==> src/rtl/irdir_pkg.sv <==
`timescale 1ns / 1ps
// ----------------------------------------------------------------------------
// irdir_pkg
// Shared types, constants and tables for the IR ring direction core.
// ----------------------------------------------------------------------------
package irdir_pkg;

  localparam int SENSOR_COUNT    = 12;
  localparam int READS_PER_FRAME = 32;
  localparam int CORDIC_STEPS    = 16;
  localparam int CORDIC_RUN      = (CORDIC_STEPS > 24) ? 24 : CORDIC_STEPS;

  localparam logic [27:0] DEG_Q16_360 = 28'd23592960;
  localparam logic [27:0] DEG_Q16_180 = 28'd11796480;

  typedef enum logic [1:0] {
    CFG_IGNORE_LEVEL   = 2'd0,
    CFG_DIRECTION_GAIN = 2'd1,
    CFG_STRENGTH_GAIN  = 2'd2,
    CFG_ANGLE_OFFSET   = 2'd3
  } cfg_idx_t;

  typedef struct packed {
    logic [7:0]        ignore_level;
    logic [8:0]        direction_gain;
    logic [8:0]        strength_gain;
    logic signed [9:0] angle_offset;
  } cfg_t;

  typedef struct packed {
    logic [7:0]         count;
    logic signed [23:0] wx;
    logic signed [23:0] wy;
  } lane_out_t;

  typedef enum logic [3:0] {
    ST_IDLE, ST_PREP, ST_ACCUM, ST_FILT, ST_TGT, ST_CORD, ST_OFS, ST_WRAP,
    ST_STRF, ST_PCTI, ST_PCT, ST_OUT
  } merge_state_t;

  function automatic logic signed [15:0] unit_x(input logic [3:0] i);
    logic signed [15:0] v;
    unique case (i)
      4'd0:  v = 16'sd16384;
      4'd1:  v = 16'sd14189;
      4'd2:  v = 16'sd8192;
      4'd3:  v = 16'sd0;
      4'd4:  v = -16'sd8192;
      4'd5:  v = -16'sd14189;
      4'd6:  v = -16'sd16384;
      4'd7:  v = -16'sd14189;
      4'd8:  v = -16'sd8192;
      4'd9:  v = 16'sd0;
      4'd10: v = 16'sd8192;
      4'd11: v = 16'sd14189;
      default: v = 16'sd0;
    endcase
    return v;
  endfunction

  function automatic logic signed [15:0] unit_y(input logic [3:0] i);
    logic signed [15:0] v;
    unique case (i)
      4'd0:  v = 16'sd0;
      4'd1:  v = 16'sd8192;
      4'd2:  v = 16'sd14189;
      4'd3:  v = 16'sd16384;
      4'd4:  v = 16'sd14189;
      4'd5:  v = 16'sd8192;
      4'd6:  v = 16'sd0;
      4'd7:  v = -16'sd8192;
      4'd8:  v = -16'sd14189;
      4'd9:  v = -16'sd16384;
      4'd10: v = -16'sd14189;
      4'd11: v = -16'sd8192;
      default: v = 16'sd0;
    endcase
    return v;
  endfunction

  function automatic logic [21:0] arctan_q16(input logic [4:0] i);
    logic [21:0] v;
    unique case (i)
      5'd0:  v = 22'd2949120;
      5'd1:  v = 22'd1740967;
      5'd2:  v = 22'd919879;
      5'd3:  v = 22'd466945;
      5'd4:  v = 22'd234379;
      5'd5:  v = 22'd117305;
      5'd6:  v = 22'd58666;
      5'd7:  v = 22'd29335;
      5'd8:  v = 22'd14668;
      5'd9:  v = 22'd7334;
      5'd10: v = 22'd3667;
      5'd11: v = 22'd1833;
      5'd12: v = 22'd917;
      5'd13: v = 22'd458;
      5'd14: v = 22'd229;
      5'd15: v = 22'd115;
      5'd16: v = 22'd57;
      5'd17: v = 22'd29;
      5'd18: v = 22'd14;
      5'd19: v = 22'd7;
      5'd20: v = 22'd4;
      5'd21: v = 22'd2;
      5'd22: v = 22'd1;
      default: v = 22'd0;
    endcase
    return v;
  endfunction

endpackage

==> src/rtl/irdir_lane.sv <==
`timescale 1ns / 1ps
// ----------------------------------------------------------------------------
// irdir_lane
// One receiver lane: saturating hit counter, frame snapshot and weighted
// unit-vector products of the snapshot above the noise floor.
// ----------------------------------------------------------------------------
module irdir_lane
  import irdir_pkg::*;
(
  input  logic       clk,
  input  logic       rst_n,
  input  logic [3:0] lane_id,
  input  logic       hit,
  input  logic       word_accept,
  input  logic       frame_end,
  input  logic [7:0] ignore_level,
  output lane_out_t  lane_o
);

  logic [7:0]         count_r, count_nxt;
  logic [7:0]         snap_r;
  logic [7:0]         weight;
  logic signed [23:0] wx_r, wy_r;

  always_comb begin
    count_nxt = count_r;
    if (hit && (count_r != 8'd255)) begin
      count_nxt = count_r + 8'd1;
    end
    weight = (snap_r > ignore_level) ? (snap_r - ignore_level) : 8'd0;
  end

  always_ff @(posedge clk) begin
    if (!rst_n) begin
      count_r <= 8'd0;
    end else if (word_accept) begin
      count_r <= frame_end ? 8'd0 : count_nxt;
    end
  end

  always_ff @(posedge clk) begin
    if (word_accept && frame_end) begin
      snap_r <= count_nxt;
    end
    wx_r <= 24'(unit_x(lane_id) * $signed({1'b0, weight}));
    wy_r <= 24'(unit_y(lane_id) * $signed({1'b0, weight}));
  end

  assign lane_o.count = snap_r;
  assign lane_o.wx    = wx_r;
  assign lane_o.wy    = wy_r;

endmodule

==> config.mk <==
export PLATFORM = sky130hd
export DESIGN_NAME = irdir_lane
export DESIGN_NICKNAME = d
export VERILOG_FILES = /design/src/rtl/irdir_pkg.sv /design/src/rtl/irdir_lane.sv
export SDC_FILE = /design/constraint.sdc
export NUM_CORES = 1
export LEC_CHECK = 0
export BUFFER_PORTS_ARGS = -buffer_cell sky130_fd_sc_hd__buf_2
export CAP_MARGIN = 10
export CORE_MARGIN = 4
export CORE_UTILIZATION = 40
export DETAILED_ROUTE_END_ITERATION = 10
export SYNTH_ARGS = -nofsm -noshare
export SYNTH_HDL_FRONTEND = slang
export SYNTH_SLANG_ARGS = --single-unit
==> constraint.sdc <==
create_clock -name clk -period 6.9 [get_ports clk]
set_clock_uncertainty 0.1 [all_clocks]
set_input_delay 0.345 -clock clk [delete_from_list [all_inputs] [get_ports clk]]
set_output_delay 0.345 -clock clk [all_outputs]
set_load 0.01 [all_outputs]
After elaboration in Yosys (flattened, before gate mapping):

Memories as Yosys holds them, arrays and structs flattened.
Cells that the tools add are included.

* $add $sub $neg: 2
* $mul: 2
* $lt $le $gt $ge: 1
* equal/unequal tests: 1
* multiplexer cells: 3
* reduce and logical (&&, ||, !) cells: 2

Operator list (count)
* multiplier 16 x 9 -> 24 bit: 2
* 2-to-1 mux 8 bit: 3
* adder 8 x 1 -> 8 bit, second input constant: 1
* > comparator 8 bit: 1
* inequality test 8 bit, second input constant: 1
* subtractor 8 bit: 1
* logical AND 1 bit: 2

* register bits after elaboration: 64
* memory bits (read-only): 512
* output and inout port bits: 56
* logic and storage cells: 17
* memories kept: 2

Memories
* (name not given): depth 16, bits a word 16, rd ports 1, clocked after memory_dff 0, write ports 0, RTL line irdir_pkg.sv:43 `unique case (i)`
* (name not given): depth 16, bits a word 16, rd ports 1, clocked after memory_dff 0, write ports 0, RTL line irdir_pkg.sv:63 `unique case (i)`

Logic depth before layout (Yosys ltp):

Gate-level depths: netlist of run 1.

* depth in word-level cells: 4
* gate-level depth with buffers: 29

Least setup slack after synthesis of run 1:

Ideal clock, no wire load.

* path kind: reg-to-reg
* start: register snap_r[0]
* end: register wy_r[23]
* data arrival time: 6.137 ns
* required time: 6.673 ns
* path slack: 0.535 ns
* stages on the path, launching flop included: 27
* cell sequence: edfxtp_1 > inv_1 > ha_1 > fa_1 > nor2b_1 > o21ai_2 > a21oi_2 > o21ba_2 > buf_4 > nand3_4 > nor2_1 > inv_1 > fa_1 > inv_1 > xnor3_1 > fa_1 > inv_1 > fa_1 > inv_1 > ha_1 > a21oi_1 > a21oi_1 > or4_1 > o21ai_1 > o21ai_1 > nor4_1 > nor3_1

* word-level cells in the longest chain between the ends: 3
* elaborated cells on any way between the ends: 4
* classes of those cells: add/sub: 1; mul: 1; order compare: 1; mux: 1

RTL lines
* start: declaration: RTL line irdir_lane.sv:21 `logic [7:0] snap_r;`
* start signal: assignment: RTL line irdir_lane.sv:43 `snap_r <= count_nxt;`
* subtractor 8 bit / > comparator 8 bit (equally long branches): RTL line irdir_lane.sv:30 `weight = (snap_r > ignore_level) ? (snap_r - ignore_level) : 8'd0;`
* 2-to-1 mux 8 bit (*): RTL line irdir_lane.sv:30
* multiplier 16 x 9 -> 24 bit (*): RTL line irdir_lane.sv:46 `wy_r <= 24'(unit_y(lane_id) * $signed({1'b0, weight}));`
* end signal: assignment: RTL line irdir_lane.sv:46
* end: declaration: RTL line irdir_lane.sv:23 `logic signed [23:0] wx_r, wy_r;`

Every way passes the cells marked *; elsewhere a longest branch is shown, timed or not.
A chain may end at the register's enable or synchronous reset.

Worst setup path in the final report of run 1:

* start: register snap_r[1]
* end: register wy_r[23]

Same word-level chain as after synthesis.

==> results of run 1 <==
registers in the layout (all words and copies together), names as in the netlist:
register and cells:
wx_r 24, wy_r 24, count_r 8, snap_r 8
final timing paths:
check                          startpoint                       to  slack [ns]  depth (start not counted)
hold reg to reg   count_r[7]$_SDFFE_PN0P_  count_r[7]$_SDFFE_PN0P_        0.43                          2
setup / recovery      snap_r[1]$_DFFE_PP_         wy_r[23]$_DFF_P_        0.36                         22
hold / removal                      rst_n  count_r[4]$_SDFFE_PN0P_        0.19                          2
setup reg to reg      snap_r[1]$_DFFE_PP_         wy_r[23]$_DFF_P_        0.36                         22
stage by stage:
step	power, mW	util (%)	cell area [um^2]
after CTS	2.351	44.80	11220
final	2.311	44.90	11240
after global routing	2.562	44.90	11240
after global placement	1.835	43.61	10920
after detailed placement	1.850	43.61	10920
after floorplan	1.507	-	10150
metal layers:
metal / routed length [um] / vias to the layer above / track usage, %
met5: 0 / - / 0
met4: 417 / 0 / 4.975
met3: 682 / 27 / 2.195
met2: 11020 / 111 / 28.81
met1: 10020 / 3517 / 21.73
li1: - / 3795 / -
cell type report:
class                           count  area (um^2)
Clock buffer                        9        225.2
Clock inverter                      7        72.57
Fill cell                        2454        13800
Inverter                          281         1055
Multi-Input combinational cell    787         7656
Sequential cell                    64         1361
Tap cell                          330        412.9
Timing Repair Buffer               85        457.9
cells by family (layout without fill, tap and decap cells):
| logic type | after synthesis | count (layout) | share of synthesized area (%) |
|---|---|---|---|
| mux | 2 | 2 | 0.1973 |
| flops | 64 | 64 | 13.42 |
| buf+inv | 303 | 382 | 11.37 |
| compound gates | 185 | 185 | 12.27 |
| fa+ha+maj | 257 | 257 | 41.98 |
| simple gates | 253 | 253 | 12.43 |
| xor+xnor | 89 | 89 | 8.300 |
| other cells | 1 | 1 | 0.03696 |
synth_stat cells, types with 7 or more instances:
cell,count,area [um^2]
sky130_fd_sc_hd__clkbuf_1,15,56.30
sky130_fd_sc_hd__o21ai_0,24,120.1
sky130_fd_sc_hd__nor3_1,11,55.05
sky130_fd_sc_hd__dfxtp_1,56,1121
sky130_fd_sc_hd__nand4_1,9,56.30
sky130_fd_sc_hd__o21ai_1,7,35.03
sky130_fd_sc_hd__nand2b_1,15,93.84
sky130_fd_sc_hd__nor2_1,84,315.3
sky130_fd_sc_hd__nand2_1,57,214.0
sky130_fd_sc_hd__and3_1,7,43.79
sky130_fd_sc_hd__a21oi_1,62,310.3
sky130_fd_sc_hd__ha_1,118,1476
sky130_fd_sc_hd__nand3_1,16,80.08
sky130_fd_sc_hd__inv_1,278,1044
sky130_fd_sc_hd__fa_1,139,2783
sky130_fd_sc_hd__edfxtp_1,8,240.2
sky130_fd_sc_hd__xor2_1,25,219.0
sky130_fd_sc_hd__a21o_1,28,210.2
sky130_fd_sc_hd__o21a_1,11,82.58
sky130_fd_sc_hd__o21bai_1,7,52.55
sky130_fd_sc_hd__nor2b_1,16,100.1
sky130_fd_sc_hd__xnor2_1,59,516.8
power by group through the flow:
stage	Clock [mW]	Combinational (mW)	Sequential [mW]
CTS	0.491	1.35	0.509
floorplan	0	0.931	0.576
detailed placement	0	1.33	0.515
global route	0.508	1.53	0.521
global placement	0	1.32	0.517
finish	0.471	1.33	0.508
==> out/qor.yml, run 1 <==
cp-start-kind: "register"
syn-mean-instance-area_um2: 8.792
final_wirelength_um: 22140
detail_route.iter0.violations: 293
max_stage_delay_ns: 0.54
setup_viol: 0
clock_tree_from_tritoncts: "built"
routed_via_density: 4.766
synth_warnings: 0
cts_post_setup_buffers_inserted: 0
grt_util_all_layers_pct: 16.61
synthesis.instances: 1154
synth_fp_nets: 1428
combined_buffer_and_inverter_count_along_the_critical_path: 4
internal-power_mw: 1.321
synth_enable_flop_cells: 8
layout_commonest_cell: "sky130_fd_sc_hd__inv_1"
chipWidth_um: 167.3
grt_max_degree: 18
drive_above_1_share_pct: 11.11
post_cts_resize_count: 0
postCtsHoldBufs: 0
path_common_cell: "sky130_fd_sc_hd__inv_1"
row_cnt: 58
sw_share_pct: 42.84
first_global_vias: 7896
worst_path_dominant_cell_family: "adder cells"
arrival_ns: 6.66
number_of_buffers_created_by_cts: 9
top_reg_cell_synth: "sky130_fd_sc_hd__dfxtp_1"
power.share.clock_pct: 20.4
async_reset_ff_share_pct: 0
min_period_over_period_pct: 94.81
area_delta_synth_final_pct: 10.79
placed_cells: 1547
switchingPower_mw: 0.9900
run_status: "finished, final reports clean"
combinationalPowerShare_pct: 57.6
cp_data_required_time_ns: 7.02
cts.reportedPaths.clkPinSlew_ns: 0.06
tns_ns: 0
die_y_um: 167.3
die_area_um2: 27980
placeableCoreArea_um2: 25040
antenna_violating_nets_post_route: 0
place.detailed.hpwl_um: 18890
cpMaxStageDelayCell: "sky130_fd_sc_hd__o31ai_1"
num_io_pins: 73
clock-sinks: 64
cts_max_path_bufs: 2
type_of_the_worst_min_delay_path: "input port to register"
timing_worst_setup_path_type: "register to register"
final_critical_path_setup_slack_ns: 0.3579
clock_insertion_delay_worst_skew_ns: 0.35
flip_flop_and_latch_count_after_synthesis: 64
finalNetCount: 1502
drc: 0
worst_setup_path_end_kind: "register"
timing.final.hold_violations: 0
synthDistinctLibCells: 78
power.share.sequential_pct: 22.0
fin_cells: 1563
vdd.ir_drop.worst_uv: 159.9
vias: 7450
power_density_nw_per_um2: 205.6
worst_case_hold_slack_ns: 0.1886
initial_core_utilization_pct: 40.52
ctsRootBufferMaster: "sky130_fd_sc_hd__clkbuf_16"
worst_slew_pin_slew_ns: 0.6306
avgRoutedWirePerCell_um: 14.16
routability_congestion_estimate: 0.9007
place_ws_ns: 0.2164
number_of_antenna_violations_at_the_first_check_in_global_routing: 0
grt_pass1_wl_um: 38180
drt_pre_antenna_iters: 4
netlist_area_um2: 10150
max_slew_margin_pct: 57.84
reported_leakage_power_nw: 6.002
synth_sequential_area_ratio_pct: 13.42
antennaDiodeCount: 0
fin_crit_ns: 6.542
max-cap-violations: 0
globalRouteOverflowTotal: 0
highest_clock_rate_mhz: 152.9
slew_violations: 0
crit_fanout: 10
cts-htree-levels: 3
port_buffers: 72
crit_path_cell_trace: "ha_1 > nor2b_1 > o31a_1 > o31ai_1 > nand3_4 > nor2_1 > inv_1 > fa_1 > inv_1 > xnor3_1 > fa_1 > inv_1 > fa_1 > inv_1 > ha_1 > a21oi_1 > a21oi_1 > or4_1 > o21ai_2 > o21ai_2 > nor4_1 > nor3_1"
top_library_cells_by_usage_in_the_layout_fill_and_taps_aside: "sky130_fd_sc_hd__inv_1 (278), sky130_fd_sc_hd__fa_1 (139), sky130_fd_sc_hd__ha_1 (118), sky130_fd_sc_hd__nor2_1 (82), sky130_fd_sc_hd__buf_2 (72)"
Power figures use the tool's default switching activity.
==> run 2, diff against run 1 <==
CTS_BUF_LIST = sky130_fd_sc_hd__clkbuf_8   (was unset)
==> run 2 against run 1 <==
First-iteration DRC count is 5.5% lower. Wire length is 0.55% lower. Worst hold slack worse by 0.023 ns. Critical path type unchanged. Largest power group unchanged. Highest routed layer unchanged.
==> out/qor.yml, run 2 (synthesis gave the netlist of run 1 again) <==
met1_wirelength_um: 10000  # was 10,020 um
layout_top_registers: "wx_r (24), wy_r (24)"  # unchanged
timing_worst_setup_path_type: "register to register"  # unchanged
grt_util_all_layers_pct: 16.61  # about the same
layout_commonest_cell: "sky130_fd_sc_hd__inv_1"  # unchanged
drc: 0  # unchanged
postCtsHoldBufs: 0  # unchanged
cts_max_path_bufs: 2  # unchanged
cpMaxStageDelayCell: "sky130_fd_sc_hd__fa_1"  # was sky130_fd_sc_hd__o31ai_1
routability_congestion_estimate: 0.9007  # unchanged
grt_pass1_wl_um: 38270  # was 38,180 um
vias: 7489  # was 7,450
setup_viol: 0  # unchanged
power_density_nw_per_um2: 195.5  # was 205.6 nW/um^2
worst_path_dominant_cell_family: "adder cells"  # unchanged
reported_leakage_power_nw: 5.958  # was 6.002 nW
tns_ns: 0  # unchanged
row_cnt: 58  # unchanged
internal-power_mw: 1.208  # was 1.321 mW
clock-sinks: 64  # unchanged
port_buffers: 72  # unchanged
vdd.ir_drop.worst_uv: 155.9  # was 159.9 uV
finalNetCount: 1502  # unchanged
worst_slew_pin_slew_ns: 0.6136  # was 0.6306 ns
num_io_pins: 73  # unchanged
type_of_the_worst_min_delay_path: "input port to register"  # unchanged
antenna_violating_nets_post_route: 0  # unchanged
cp-start-kind: "register"  # unchanged
avgRoutedWirePerCell_um: 14.09  # was 14.16 um
routed_via_density: 4.791  # was 4.766
fin_crit_ns: 6.524  # was 6.542 ns
route.top_layer_used: "met4"  # unchanged
timing.final.hold_violations: 0  # unchanged
clock_insertion_delay_worst_skew_ns: 0.37  # was 0.35 ns
max_slew_margin_pct: 58.74  # was 57.84%
die_area_um2: 27980  # unchanged
min_period_over_period_pct: 94.56  # was 94.81%
highest_clock_rate_mhz: 153.3  # was 152.9 MHz
run_status: "finished, final reports clean"  # unchanged
power.share.clock_pct: 15.6  # was 20.4%
max_stage_delay_ns: 0.54  # about the same
cts_post_setup_buffers_inserted: 0  # unchanged
clock_tree_from_tritoncts: "built"  # unchanged
antennaDiodeCount: 0  # unchanged
slew_violations: 0  # unchanged
cts.reportedPaths.clkPinSlew_ns: 0.08  # was 0.06 ns
ctsRootBufferMaster: "sky130_fd_sc_hd__clkbuf_8"  # was sky130_fd_sc_hd__clkbuf_16
post_cts_resize_count: 0  # unchanged
number_of_buffers_created_by_cts: 9  # unchanged
initial_core_utilization_pct: 40.52  # unchanged
fill_cells: 2470  # was 2,454
switchingPower_mw: 0.9724  # was 0.9900 mW
die_y_um: 167.3  # unchanged
top_library_cells_by_usage_in_the_layout_fill_and_taps_aside: "sky130_fd_sc_hd__inv_1 (278), sky130_fd_sc_hd__fa_1 (139), sky130_fd_sc_hd__ha_1 (118), sky130_fd_sc_hd__nor2_1 (82), sky130_fd_sc_hd__buf_2 (72)"  # unchanged
combined_buffer_and_inverter_count_along_the_critical_path: 4  # unchanged
combinationalPowerShare_pct: 61.1  # was 57.6%
fin_util_pct: 44.54  # was 44.90%
globalRouteOverflowTotal: 0  # unchanged
drt_pre_antenna_iters: 5  # was 4
detail_route.iter0.violations: 277  # was 293
arrival_ns: 6.72  # was 6.66 ns
worst_setup_path_end_kind: "register"  # unchanged
number_of_antenna_violations_at_the_first_check_in_global_routing: 0  # unchanged
placeableCoreArea_um2: 25040  # unchanged
met2RoutedLength_um: 10860  # was 11,020 um
cts-htree-levels: 3  # unchanged
power.share.sequential_pct: 23.2  # was 22.0%
grt_max_degree: 18  # unchanged
final_wirelength_um: 22020  # was 22,140 um
place.detailed.hpwl_um: 18890  # unchanged
drive_above_1_share_pct: 11.19  # was 11.11%
max-cap-violations: 0  # unchanged
area_delta_synth_final_pct: 9.914  # was 10.79%
first_global_vias: 7902  # was 7,896
sw_share_pct: 44.60  # was 42.84%
crit_fanout: 5  # was 10
cp_data_required_time_ns: 7.10  # was 7.02 ns
route.met3.wl_um: 616  # was 682 um
chipWidth_um: 167.3  # unchanged
==> run 2: cell types whose count changed in the layout (fill, tap and decap cells not counted) <==
cell	delta
sky130_fd_sc_hd__clkbuf_8	+9
sky130_fd_sc_hd__a2111oi_1	-1
sky130_fd_sc_hd__o21ai_4	+1
sky130_fd_sc_hd__o21ai_2	-1
sky130_fd_sc_hd__a2111oi_2	+1
sky130_fd_sc_hd__clkbuf_16	-9
==> run 2: final cells by class <==
cell class              instances  area (um^2)  share of cell area, %
clock buffers                   9        123.9                  1.111
flip-flops and latches         64         1361                  12.21
multi-input cells             787         7669                  68.76
repair buffers                 85        457.9                  4.106
inverters                     281         1055                  9.458
clock inverters                 7        72.57                 0.6507
well taps                     330        412.9                  3.702
==> run 2: power groups by stage <==
stage               Clock (mW)  Combinational [mW]  Sequential (mW)
floorplan                    0               0.931            0.576
CTS                      0.364                1.35            0.509
finish                   0.341                1.33            0.507
global placement             0                1.32            0.517
detailed placement           0                1.33            0.515
global route             0.380                1.54            0.520
==> run 2: final timing paths <==
check                               start                      end  slack [ns]  cells past startpoint
setup / recovery      snap_r[0]$_DFFE_PP_         wx_r[22]$_DFF_P_        0.38                     25
hold / removal                      rst_n  count_r[4]$_SDFFE_PN0P_        0.17                      2
setup reg to reg      snap_r[0]$_DFFE_PP_         wx_r[22]$_DFF_P_        0.38                     25
hold reg to reg   count_r[7]$_SDFFE_PN0P_  count_r[7]$_SDFFE_PN0P_        0.43                      2
==> run 2: metal layers <==
metal / GRT usage, % / vias up
met2: 28.64 / 120
met4: 5.116 / 0
li1: - / 3797
met3: 2.243 / 33
met5: 0 / -
met1: 21.80 / 3539
==> run 2: per-stage QoR <==
step / cells / hold WS [ns] / total power, mW / instance area [um^2] / setup slack, ns
3_5_place_dp: 1547 / 0.4202 / 1.850 / 10920 / 0.2164
4_1_cts: 1563 / 0.1459 / 2.223 / 11110 / 0.2700
2_1_floorplan: 1154 / 0.3627 / 1.507 / 10150 / 0.5353
6_report: 1563 / 0.1652 / 2.180 / 11150 / 0.3757
3_3_place_gp: 1547 / 0.4148 / 1.835 / 10920 / 0.3286
5_1_grt: 1563 / 0.1424 / 2.436 / 11150 / -0.001728
