==> config.mk <==
export PLATFORM = sky130hd
export DESIGN_NAME = irdir_merge
export DESIGN_NICKNAME = d
export VERILOG_FILES = /design/src/rtl/irdir_pkg.sv /design/src/rtl/irdir_merge.sv
export SDC_FILE = /design/constraint.sdc
export NUM_CORES = 2
export LEC_CHECK = 0
export ABC_CLOCK_PERIOD_IN_PS = 17400
export BUFFER_PORTS_ARGS = -buffer_cell sky130_fd_sc_hd__buf_2
export CORE_UTILIZATION = 55
export CTS_CLUSTER_SIZE = 16
export DETAILED_ROUTE_END_ITERATION = 12
export GPL_TIMING_DRIVEN = 1
export PLACE_DENSITY = 0.75
export SLEW_MARGIN = 20
export SYNTH_ARGS = -nofsm -noshare
export SYNTH_HDL_FRONTEND = slang
export SYNTH_SLANG_ARGS = --single-unit
==> constraint.sdc <==
create_clock -name clk -period 17.4 [get_ports clk]
set_clock_uncertainty 0.05 [all_clocks]
set_input_delay 3.48 -clock clk [delete_from_list [all_inputs] [get_ports clk]]
set_output_delay 3.48 -clock clk [all_outputs]
set_load 0.01 [all_outputs]
==> src/rtl/irdir_pkg.sv <==
`timescale 1ns / 1ps
// ----------------------------------------------------------------------------
// irdir_pkg
// Shared types, constants and tables for the IR ring direction core.
// ----------------------------------------------------------------------------
package irdir_pkg;

  localparam int SENSOR_COUNT    = 12;
  localparam int READS_PER_FRAME = 32;
  localparam int CORDIC_STEPS    = 16;
  localparam int CORDIC_RUN      = (CORDIC_STEPS > 24) ? 24 : CORDIC_STEPS;

  localparam logic [27:0] DEG_Q16_360 = 28'd23592960;
  localparam logic [27:0] DEG_Q16_180 = 28'd11796480;

  typedef enum logic [1:0] {
    CFG_IGNORE_LEVEL   = 2'd0,
    CFG_DIRECTION_GAIN = 2'd1,
    CFG_STRENGTH_GAIN  = 2'd2,
    CFG_ANGLE_OFFSET   = 2'd3
  } cfg_idx_t;

  typedef struct packed {
    logic [7:0]        ignore_level;
    logic [8:0]        direction_gain;
    logic [8:0]        strength_gain;
    logic signed [9:0] angle_offset;
  } cfg_t;

  typedef struct packed {
    logic [7:0]         count;
    logic signed [23:0] wx;
    logic signed [23:0] wy;
  } lane_out_t;

  typedef enum logic [3:0] {
    ST_IDLE, ST_PREP, ST_ACCUM, ST_FILT, ST_TGT, ST_CORD, ST_OFS, ST_WRAP,
    ST_STRF, ST_PCTI, ST_PCT, ST_OUT
  } merge_state_t;

  function automatic logic signed [15:0] unit_x(input logic [3:0] i);
    logic signed [15:0] v;
    unique case (i)
      4'd0:  v = 16'sd16384;
      4'd1:  v = 16'sd14189;
      4'd2:  v = 16'sd8192;
      4'd3:  v = 16'sd0;
      4'd4:  v = -16'sd8192;
      4'd5:  v = -16'sd14189;
      4'd6:  v = -16'sd16384;
      4'd7:  v = -16'sd14189;
      4'd8:  v = -16'sd8192;
      4'd9:  v = 16'sd0;
      4'd10: v = 16'sd8192;
      4'd11: v = 16'sd14189;
      default: v = 16'sd0;
    endcase
    return v;
  endfunction

  function automatic logic signed [15:0] unit_y(input logic [3:0] i);
    logic signed [15:0] v;
    unique case (i)
      4'd0:  v = 16'sd0;
      4'd1:  v = 16'sd8192;
      4'd2:  v = 16'sd14189;
      4'd3:  v = 16'sd16384;
      4'd4:  v = 16'sd14189;
      4'd5:  v = 16'sd8192;
      4'd6:  v = 16'sd0;
      4'd7:  v = -16'sd8192;
      4'd8:  v = -16'sd14189;
      4'd9:  v = -16'sd16384;
      4'd10: v = -16'sd14189;
      4'd11: v = -16'sd8192;
      default: v = 16'sd0;
    endcase
    return v;
  endfunction

  function automatic logic [21:0] arctan_q16(input logic [4:0] i);
    logic [21:0] v;
    unique case (i)
      5'd0:  v = 22'd2949120;
      5'd1:  v = 22'd1740967;
      5'd2:  v = 22'd919879;
      5'd3:  v = 22'd466945;
      5'd4:  v = 22'd234379;
      5'd5:  v = 22'd117305;
      5'd6:  v = 22'd58666;
      5'd7:  v = 22'd29335;
      5'd8:  v = 22'd14668;
      5'd9:  v = 22'd7334;
      5'd10: v = 22'd3667;
      5'd11: v = 22'd1833;
      5'd12: v = 22'd917;
      5'd13: v = 22'd458;
      5'd14: v = 22'd229;
      5'd15: v = 22'd115;
      5'd16: v = 22'd57;
      5'd17: v = 22'd29;
      5'd18: v = 22'd14;
      5'd19: v = 22'd7;
      5'd20: v = 22'd4;
      5'd21: v = 22'd2;
      5'd22: v = 22'd1;
      default: v = 22'd0;
    endcase
    return v;
  endfunction

endpackage

==> src/rtl/irdir_merge.sv <==
`timescale 1ns / 1ps
// ----------------------------------------------------------------------------
// irdir_merge
// Frame merge: walks the lanes for total, max, second and vector sum, runs the
// low-pass filters, the iterative CORDIC and the percent search, and holds the
// result word.
// ----------------------------------------------------------------------------
module irdir_merge
  import irdir_pkg::*;
(
  input  logic        clk,
  input  logic        rst_n,
  input  logic        start,
  input  cfg_t        cfg,
  input  lane_out_t   lanes [SENSOR_COUNT],
  output logic        idle,
  output logic        out_valid,
  input  logic        out_ready,
  output logic [3:0]  out_sector,
  output logic [8:0]  out_degrees,
  output logic [6:0]  out_percent
);

  localparam logic [25:0] PCT_BIAS = 26'(READS_PER_FRAME * 512);
  localparam logic [25:0] PCT_STEP = 26'(READS_PER_FRAME * 1024);

  merge_state_t state_r, state_nxt;

  logic [3:0]         idx_r, idx_nxt;
  logic [11:0]        total_r, total_nxt;
  logic [7:0]         max_r, max_nxt, sec_r, sec_nxt;
  logic [3:0]         sector_r, sector_nxt;
  logic signed [26:0] sx_r, sx_nxt, sy_r, sy_nxt;
  logic signed [23:0] fx_r, fx_nxt, fy_r, fy_nxt;
  logic [17:0]        fs_r, fs_nxt, target_r, target_nxt;
  logic [13:0]        num_r, num_nxt;
  logic signed [42:0] cx_r, cx_nxt, cy_r, cy_nxt;
  logic signed [27:0] cz_r, cz_nxt;
  logic [4:0]         step_r, step_nxt;
  logic [8:0]         deg_r, deg_nxt;
  logic [25:0]        acc_r, acc_nxt, thr_r, thr_nxt;
  logic [6:0]         pct_r, pct_nxt;
  logic               ovalid_r, ovalid_nxt;
  logic [3:0]         osec_r, osec_nxt;
  logic [8:0]         odeg_r, odeg_nxt;
  logic [6:0]         opct_r, opct_nxt;

  lane_out_t          cur;
  logic signed [26:0] raw_x, raw_y;
  logic [11:0]        m12, s12, da, db;
  logic [29:0]        third;
  logic               nothing, tiny;
  logic signed [42:0] dx, dy, x0, y0;
  logic signed [27:0] rnd;

  function automatic logic signed [23:0] vec_filter(input logic signed [23:0] f,
                                                    input logic signed [26:0] raw,
                                                    input logic [8:0] gain);
    logic [8:0]         g;
    logic signed [26:0] diff;
    logic signed [36:0] prod;
    logic signed [36:0] sum;
    g    = (gain > 9'd256) ? 9'd256 : gain;
    diff = raw - 27'(f);
    prod = $signed({1'b0, g}) * diff;
    sum  = 37'(f) + ((prod + 37'sd128) >>> 8);
    if (sum > 37'sd8388607) begin
      return 24'sd8388607;
    end else if (sum < -37'sd8388608) begin
      return -24'sd8388608;
    end
    return sum[23:0];
  endfunction

  function automatic logic [17:0] str_filter(input logic [17:0] f,
                                             input logic [17:0] tgt,
                                             input logic [8:0] gain);
    logic [8:0]         g;
    logic signed [19:0] diff;
    logic signed [30:0] prod;
    logic signed [30:0] sum;
    g    = (gain > 9'd256) ? 9'd256 : gain;
    diff = $signed({2'b00, tgt}) - $signed({2'b00, f});
    prod = $signed({1'b0, g}) * diff;
    sum  = $signed({13'd0, f}) + ((prod + 31'sd128) >>> 8);
    if (sum < 31'sd0) begin
      return 18'd0;
    end else if (sum > 31'sd262143) begin
      return 18'd262143;
    end
    return sum[17:0];
  endfunction

  always_comb begin
    state_nxt  = state_r;
    idx_nxt    = idx_r;
    total_nxt  = total_r;
    max_nxt    = max_r;
    sec_nxt    = sec_r;
    sector_nxt = sector_r;
    sx_nxt     = sx_r;
    sy_nxt     = sy_r;
    fx_nxt     = fx_r;
    fy_nxt     = fy_r;
    fs_nxt     = fs_r;
    target_nxt = target_r;
    num_nxt    = num_r;
    cx_nxt     = cx_r;
    cy_nxt     = cy_r;
    cz_nxt     = cz_r;
    step_nxt   = step_r;
    deg_nxt    = deg_r;
    acc_nxt    = acc_r;
    thr_nxt    = thr_r;
    pct_nxt    = pct_r;
    ovalid_nxt = ovalid_r && !out_ready;
    osec_nxt   = osec_r;
    odeg_nxt   = odeg_r;
    opct_nxt   = opct_r;

    cur     = lanes[idx_r];
    raw_x   = (sx_r + 27'sd8) >>> 4;
    raw_y   = (sy_r + 27'sd8) >>> 4;
    m12     = 12'({4'd0, max_r} * 12'd12);
    s12     = 12'({4'd0, sec_r} * 12'd12);
    da      = (m12 > total_r) ? (m12 - total_r) : 12'd0;
    db      = (s12 > total_r) ? (s12 - total_r) : 12'd0;
    third   = {15'd0, num_r + 14'd1} * 30'd21846;
    nothing = (max_r <= cfg.ignore_level);
    tiny    = (fx_r >= -24'sd1) && (fx_r <= 24'sd1) && (fy_r >= -24'sd1) && (fy_r <= 24'sd1);
    x0      = {{3{fx_r[23]}}, fx_r, 16'd0};
    y0      = {{3{fy_r[23]}}, fy_r, 16'd0};
    dx      = cy_r >>> step_r;
    dy      = cx_r >>> step_r;
    rnd     = cz_r + 28'sd32768;

    unique case (state_r)
      ST_IDLE: begin
        if (start) begin
          state_nxt  = ST_PREP;
          idx_nxt    = 4'd0;
          total_nxt  = 12'd0;
          max_nxt    = 8'd0;
          sec_nxt    = 8'd0;
          sector_nxt = 4'd0;
          sx_nxt     = 27'sd0;
          sy_nxt     = 27'sd0;
        end
      end
      ST_PREP: begin
        state_nxt = ST_ACCUM;
      end
      ST_ACCUM: begin
        total_nxt = total_r + 12'(cur.count);
        if (cur.count > max_r) begin
          sec_nxt    = max_r;
          max_nxt    = cur.count;
          sector_nxt = idx_r + 4'd1;
        end else if (cur.count > sec_r) begin
          sec_nxt = cur.count;
        end
        sx_nxt  = sx_r + 27'(cur.wx);
        sy_nxt  = sy_r + 27'(cur.wy);
        idx_nxt = idx_r + 4'd1;
        if (idx_r == 4'(SENSOR_COUNT - 1)) begin
          state_nxt = ST_FILT;
        end
      end
      ST_FILT: begin
        fx_nxt    = vec_filter(fx_r, raw_x, cfg.direction_gain);
        fy_nxt    = vec_filter(fy_r, raw_y, cfg.direction_gain);
        num_nxt   = 14'(da * 12'd3) + 14'(db);
        state_nxt = ST_TGT;
      end
      ST_TGT: begin
        target_nxt = nothing ? 18'd0 : (18'(num_r * 14'd21) + 18'(third[29:16]));
        deg_nxt    = 9'd0;
        step_nxt   = 5'd0;
        if (fx_r < 24'sd0) begin
          cx_nxt = -x0;
          cy_nxt = -y0;
          cz_nxt = $signed(DEG_Q16_180);
        end else begin
          cx_nxt = x0;
          cy_nxt = y0;
          cz_nxt = 28'sd0;
        end
        if (nothing) begin
          sector_nxt = 4'd0;
        end
        state_nxt = (nothing || tiny) ? ST_STRF : ST_CORD;
      end
      ST_CORD: begin
        if (cy_r > 43'sd0) begin
          cx_nxt = cx_r + dx;
          cy_nxt = cy_r - dy;
          cz_nxt = cz_r + $signed({6'd0, arctan_q16(step_r)});
        end else begin
          cx_nxt = cx_r - dx;
          cy_nxt = cy_r + dy;
          cz_nxt = cz_r - $signed({6'd0, arctan_q16(step_r)});
        end
        step_nxt = step_r + 5'd1;
        if (step_r == 5'(CORDIC_RUN - 1)) begin
          state_nxt = ST_OFS;
        end
      end
      ST_OFS: begin
        cz_nxt    = cz_r + {{2{cfg.angle_offset[9]}}, cfg.angle_offset, 16'd0};
        state_nxt = ST_WRAP;
      end
      ST_WRAP: begin
        if (cz_r < 28'sd0) begin
          cz_nxt = cz_r + $signed(DEG_Q16_360);
        end else if (cz_r >= $signed(DEG_Q16_360)) begin
          cz_nxt = cz_r - $signed(DEG_Q16_360);
        end else begin
          deg_nxt   = rnd[24:16];
          state_nxt = ST_STRF;
        end
      end
      ST_STRF: begin
        fs_nxt    = str_filter(fs_r, target_r, cfg.strength_gain);
        state_nxt = ST_PCTI;
      end
      ST_PCTI: begin
        acc_nxt   = 26'(fs_r * 18'd100) + PCT_BIAS;
        thr_nxt   = PCT_STEP;
        pct_nxt   = 7'd0;
        state_nxt = ST_PCT;
      end
      ST_PCT: begin
        if ((pct_r < 7'd100) && (acc_r >= thr_r)) begin
          pct_nxt = pct_r + 7'd1;
          thr_nxt = thr_r + PCT_STEP;
        end else begin
          state_nxt = ST_OUT;
        end
      end
      ST_OUT: begin
        if (!ovalid_r || out_ready) begin
          ovalid_nxt = 1'b1;
          osec_nxt   = sector_r;
          odeg_nxt   = deg_r;
          opct_nxt   = pct_r;
          state_nxt  = ST_IDLE;
        end
      end
      default: begin
        state_nxt = ST_IDLE;
      end
    endcase
  end

  always_ff @(posedge clk) begin
    if (!rst_n) begin
      state_r  <= ST_IDLE;
      ovalid_r <= 1'b0;
      fx_r     <= 24'sd0;
      fy_r     <= 24'sd0;
      fs_r     <= 18'd0;
    end else begin
      state_r  <= state_nxt;
      ovalid_r <= ovalid_nxt;
      fx_r     <= fx_nxt;
      fy_r     <= fy_nxt;
      fs_r     <= fs_nxt;
    end
  end

  always_ff @(posedge clk) begin
    idx_r    <= idx_nxt;
    total_r  <= total_nxt;
    max_r    <= max_nxt;
    sec_r    <= sec_nxt;
    sector_r <= sector_nxt;
    sx_r     <= sx_nxt;
    sy_r     <= sy_nxt;
    target_r <= target_nxt;
    num_r    <= num_nxt;
    cx_r     <= cx_nxt;
    cy_r     <= cy_nxt;
    cz_r     <= cz_nxt;
    step_r   <= step_nxt;
    deg_r    <= deg_nxt;
    acc_r    <= acc_nxt;
    thr_r    <= thr_nxt;
    pct_r    <= pct_nxt;
    osec_r   <= osec_nxt;
    odeg_r   <= odeg_nxt;
    opct_r   <= opct_nxt;
  end

  assign idle        = (state_r == ST_IDLE);
  assign out_valid   = ovalid_r;
  assign out_sector  = osec_r;
  assign out_degrees = odeg_r;
  assign out_percent = opct_r;

endmodule

* Word-level counts from Yosys, hierarchy flattened
Memory sizes are Yosys's and may differ from the RTL's. A register that Yosys moved wholly into a read port is not among the register bits.
Cells that the tools add are included.
** Cells by class
- Reduce and logical (&&, ||, !) cells :: 25
- Shifts and indexed selects :: 2
- $add $sub $neg :: 36
- Multiplexer cells :: 77
- Multipliers :: 9
- Magnitude comparators :: 24
- Equal/unequal tests :: 25
- Bitwise logic cells :: 1
** Operators with widths (count)
- $bmux 56 s4 :: 1
- $mux 43 :: 4
- $pmux 43 s2 :: 2
- $mux 24 :: 7
- $mux 56 :: 2
- $pmux 28 s4 :: 1
- $pmux 27 s2 :: 2
- $mux 22 :: 4
- $add 43x43->43 :: 2
- $neg 40->43 :: 2
- $sshr 43x5->43 :: 2
- $sub 43x43->43 :: 2
- $mux 28 :: 3
- $add 35x9->36 const B :: 2
- $mul 10x25->35 :: 2
- $add 24x28->29 :: 2
- $gt 29x24->1 const B :: 2
- $lt 29x24->1 const B :: 2
- $add 27x24->27 :: 2
- $add 27x5->27 const B :: 2
- $mux 18 :: 3
- $pmux 26 s2 :: 1
- $sub 23x24->25 :: 2
- $ge 24x1->1 const B :: 2
- other kinds (75) :: 143
** Word-level totals
- Input port bits :: 712
- Logic and storage cells :: 226
- Memories kept :: 2
- Output and inout port bits :: 22
- Flip-flop bits (word level) :: 400
- Memory bits (read-only) :: 1408
** Memories
- (name not given) :: words 32, bits a word 22, read ports 1, clocked after Yosys merged registers in 1, wr ports 0, line irdir_pkg.sv:83 : unique case (i)
- (name not given) :: words 32, bits a word 22, read ports 1, clocked after Yosys merged registers in 1, wr ports 0, line irdir_pkg.sv:83

* Logic depth before layout (Yosys ltp)
- Depth in word-level cells :: 10
- Gate-level depth with buffers :: 52
- Mapped depth without buffers :: 50

* Worst setup path before layout
OpenSTA, ideal clock, no wires.
- Kind :: input to register
- Start point :: input cfg[27] in the netlist's numbering
- End point :: register fy_r[10]
- Buffers on the path :: 4
- Arrival :: 12.374 ns
- Path slack :: 4.902 ns
- Setup time :: 0.074 ns
- Cell stages on the path :: 40
- Required time :: 17.276 ns
- Path through :: clkbuf_1 -> nor2b_1 -> clkbuf_1 -> buf_1 -> nand2_1 -> fa_1 -> fa_1 -> inv_1 -> fa_1 -> inv_1 -> fa_1 -> inv_1 -> fa_1 -> ha_1 -> a21o_1 -> a21oi_1 -> a21bo_2 -> o21ai_1 -> (+4 left out) -> o21ai_0 -> nand2b_1 -> xor2_1 -> ha_1 -> and3_1 -> a221oi_1 -> o21a_1 -> o31a_1 -> o21a_1 -> o21ai_1 -> a21o_1 -> nor4b_1 -> a311oi_1 -> o41ai_2 -> nor2b_1 -> inv_1 -> clkbuf_1 -> o21ai_0
** On the way
- Word-level cells in the longest chain between the ends :: 10
- Elaborated cells between the ends (all ways) :: 12
- Those cells by class :: 2 x add/sub; 1 x mul; 3 x order compare; 6 x mux
** RTL lines
- start: declaration :: line irdir_merge.sv:14 : input cfg_t cfg,
- $gt 9x9->1 :: line irdir_merge.sv:63 : g = (gain > 9'd256) ? 9'd256 : gain;
- $mux 9 (*) :: line irdir_merge.sv:63
- $mul 10x25->35 (*) :: line irdir_merge.sv:65 : prod = $signed({1'b0, g}) * diff;
- $add 35x9->36 (*) :: line irdir_merge.sv:66 : sum = 37'(f) + ((prod + 37'sd128) >>> 8);
- $add 24x28->29 (*) :: line irdir_merge.sv:66
- $lt 29x24->1 :: line irdir_merge.sv:69 : end else if (sum < -37'sd8388608) begin
- $mux 1 :: line irdir_merge.sv:69
- $mux 1 :: line irdir_merge.sv:67 : if (sum > 37'sd8388607) begin
- $mux 1 :: line irdir_merge.sv:137 : unique case (state_r)
- $mux 24 (*) :: line irdir_merge.sv:72 : return sum[23:0];
- end signal: assignment :: line irdir_merge.sv:266 : fy_r <= fy_nxt;
- end: declaration :: line irdir_merge.sv:34 : logic signed [23:0] fx_r, fx_nxt, fy_r, fy_nxt;
Every way passes the cells marked *; elsewhere a longest branch is shown, timed or not. The select of a mux whose other input is x is not followed.
A chain may end at the register's enable or synchronous reset.

* Final worst setup path
- Start point :: input cfg[27] in the netlist's numbering
- End point :: register fy_r[5]
Same word-level chain as after synthesis.

==> metrics.txt <==
status finished, final reports clean; crit share post-route 77.7%; share of post-route cells with drive strength above 1 14.6%; setup TNS 0 ns; Tmin final 13.52 ns; Clock Tree Buf Depth 3; Slowest cell on crit path o41ai_2; fmax 0.0740 GHz; Core ar. 137000 um^2; drt total wl 289 mm; CP Class primary input to flop; metal3 WL 29.1 mm; Critical Path Fanout Max 66; root buffer cell clkbuf_16; met2 WL 127 mm; Via Count 68900; Synth Instances 8543; row count 136; Worst path max stage delay 0.75 ns; Synth warnings 0; count of final hold-check violations 0; clk slew on worst S/H paths 0.06 ns; Iteration-0 DRC Markers 6806; first-pass GRT wire length 427 mm; uppermost layer routed met5; Slew headroom 21.9%; Post-Layout Cell Count 11100; metal1 wirelength 99.9 mm; antenna violations before repair 118; P&R area growth vs syn 9.91%; GRT Total Usage 41.0%; I/O Buffers 733; commonest non-fill, non-tap cells in the layout 1048 x inv_1, 923 x ha_1, 777 x nand2_1; Pre-antenna DRT Iters 7; FF/Latch Area 10800 um^2; DR vias/cell 6.23; most common cell after layout, fill and taps aside inv_1; actual slew at the worst max-slew pin 1.17 ns; GR Overflow Total 0; final setup violating endpoints 0; max-slew violation count 0; cell mode on critical path fa_1; Filler cells 12000; Die Span Y 374 um; DIE AREA 140000 um^2; synthesized flop and latch total 392; commonest register cell after synthesis edfxtp_1; CTS HTree Levels 2; clk_lat worst skew 0.66 ns; crit end category flop; max-cap viol count 0; clock sink total 392; Critical Path RT 17.89 ns; DP Wirelength 236 mm; Mapped Area 76200 um^2; Placed Instances 10800; Final Worst Setup Slack 3.88 ns; Syn Nets 10800; Residual DRC 0; DR WL/cell 26.1 um; Async SR Flop Fraction 0%; Final #Nets 11400; post-synthesis sequential area ratio 14.2%; Num CTS Buffers 51; type of the tightest min-delay check flop to flop; Die Width 374 um; WP data arrival 14.01 ns; Post-synth EDFFs 299; hold buffer count at cts 0; Post-CTS Resized 0; Syn Area/Cell 8.92 um^2; Yosys cell types 109; vias in the first global route 68000; area occupied by multi-input gates 60200 um^2; Initial Util 55.4%; gpl congestion 1.07; # IOs 734; Worst setup SP type primary input; Setup Fix Bufs, Post-CTS 0; largest net degree at the start of global routing 86; dpl ws 3.44 ns; post-route ant nets 0; WHS 0.376 ns; RSZ-0062 raised after global routing false; CTS tree yes
## area by class of cell
class | count | share of cell area (%)
timing repair buffer | 818 | 5.17
sequential | 392 | 12.9
clock buffer | 67 | 1.70
clock inverter | 29 | 0.463
tap | 1794 | 2.68
antenna | 130 | 0.388
inverter | 1054 | 4.73
multi-input combinational | 6788 | 71.9
## sequential cells by signal, indices dropped and copies added, names as in the netlist, 9 cells and up, named ones only
register	flops
acc_r	11
cx_r	43
cy_r	43
cz_r	28
deg_r	9
fs_r	18
fx_r	24
fy_r	24
num_r	14
out_degrees	9
sx_r	27
sy_r	27
target_r	18
thr_r	11
total_r	12
## cell families (layout without fill, tap and decap cells)
family	Yosys count	count (layout)	share of synthesized area (%)
adders and majority gates	1563	1563	32.0
muxes	443	443	10.7
xor gates and xnor gates	666	666	7.66
other	0	130	0
buffers and inverters	1363	1968	6.90
AOI/OAI and AO/OA	1652	1652	13.5
and+or+nand+nor	2464	2464	15.1
DFF	392	392	14.2
## cell usage after synthesis, types with 34 or more instances
| library cell | number | area, um^2 |
|---|---|---|
| a211oi_1 | 34 | 255 |
| a21o_1 | 190 | 1430 |
| a21oi_1 | 480 | 2400 |
| a31oi_1 | 57 | 357 |
| and2_1 | 135 | 845 |
| and3_1 | 70 | 438 |
| buf_1 | 56 | 210 |
| clkbuf_1 | 209 | 785 |
| dfxtp_1 | 93 | 1860 |
| edfxtp_1 | 299 | 8980 |
| fa_1 | 640 | 12800 |
| ha_1 | 923 | 11500 |
| inv_1 | 1051 | 3950 |
| mux2i_1 | 121 | 1210 |
| mux4_2 | 289 | 6510 |
| nand2_1 | 780 | 2930 |
| nand2b_1 | 107 | 669 |
| nand3_1 | 114 | 571 |
| nand4_1 | 66 | 413 |
| nor2_1 | 754 | 2830 |
| nor2b_1 | 132 | 826 |
| nor3_1 | 130 | 651 |
| o211ai_1 | 37 | 278 |
| o21a_1 | 93 | 698 |
| o21ai_0 | 425 | 2130 |
| o21bai_1 | 61 | 458 |
| o22ai_1 | 36 | 225 |
| o31ai_1 | 41 | 308 |
| or3_1 | 35 | 219 |
| xnor2_1 | 435 | 3810 |
| xor2_1 | 231 | 2020 |
## path summary, 6_finish.rpt
kind | from | end | slack, ns | depth (start not counted)
max | cfg[27] | fy_r[5]$_SDFFE_PN0P_ | 3.88 | 38
min | deg_r[4]$_SDFFCE_PN0P_ | out_degrees[4]$_DFFE_PP_ | 0.38 | 0
max reg2reg | sx_r[4]$_SDFFCE_PN0P_ | fx_r[13]$_SDFFE_PN0P_ | 4.11 | 48
min reg2reg | deg_r[4]$_SDFFCE_PN0P_ | out_degrees[4]$_DFFE_PP_ | 0.38 | 0
## worst max-delay path: cells and delay by family
| kind | cells | cell delay (ns) |
|---|---|---|
| buffers and inverters | 5 | 1.19 |
| adder cells (fa/ha/maj) | 7 | 2.95 |
| XOR/XNOR | 1 | 0.15 |
| AND/OR/NAND/NOR | 9 | 2.36 |
| AO/OA/AOI/OAI | 16 | 3.87 |
## per-stage QoR
step | utilization [%] | instance area (um^2)
6_report | 60.9 | 83700
5_1_grt | 60.8 | 83600
2_1_floorplan | - | 76200
4_1_cts | 60.7 | 83400
3_5_place_dp | 59.3 | 81600
3_3_place_gp | 59.3 | 81600
## per-layer routing
layer,GRT usage [%],vias up
met5,0.377,-
met3,12.1,1042
met1,46.0,33400
met2,62.5,3628
li1,-,30800
met4,38.0,50
Power is left out: the tool's default activity adds up to more than one toggle a clock period on the data nets, which glitch-free logic cannot reach.
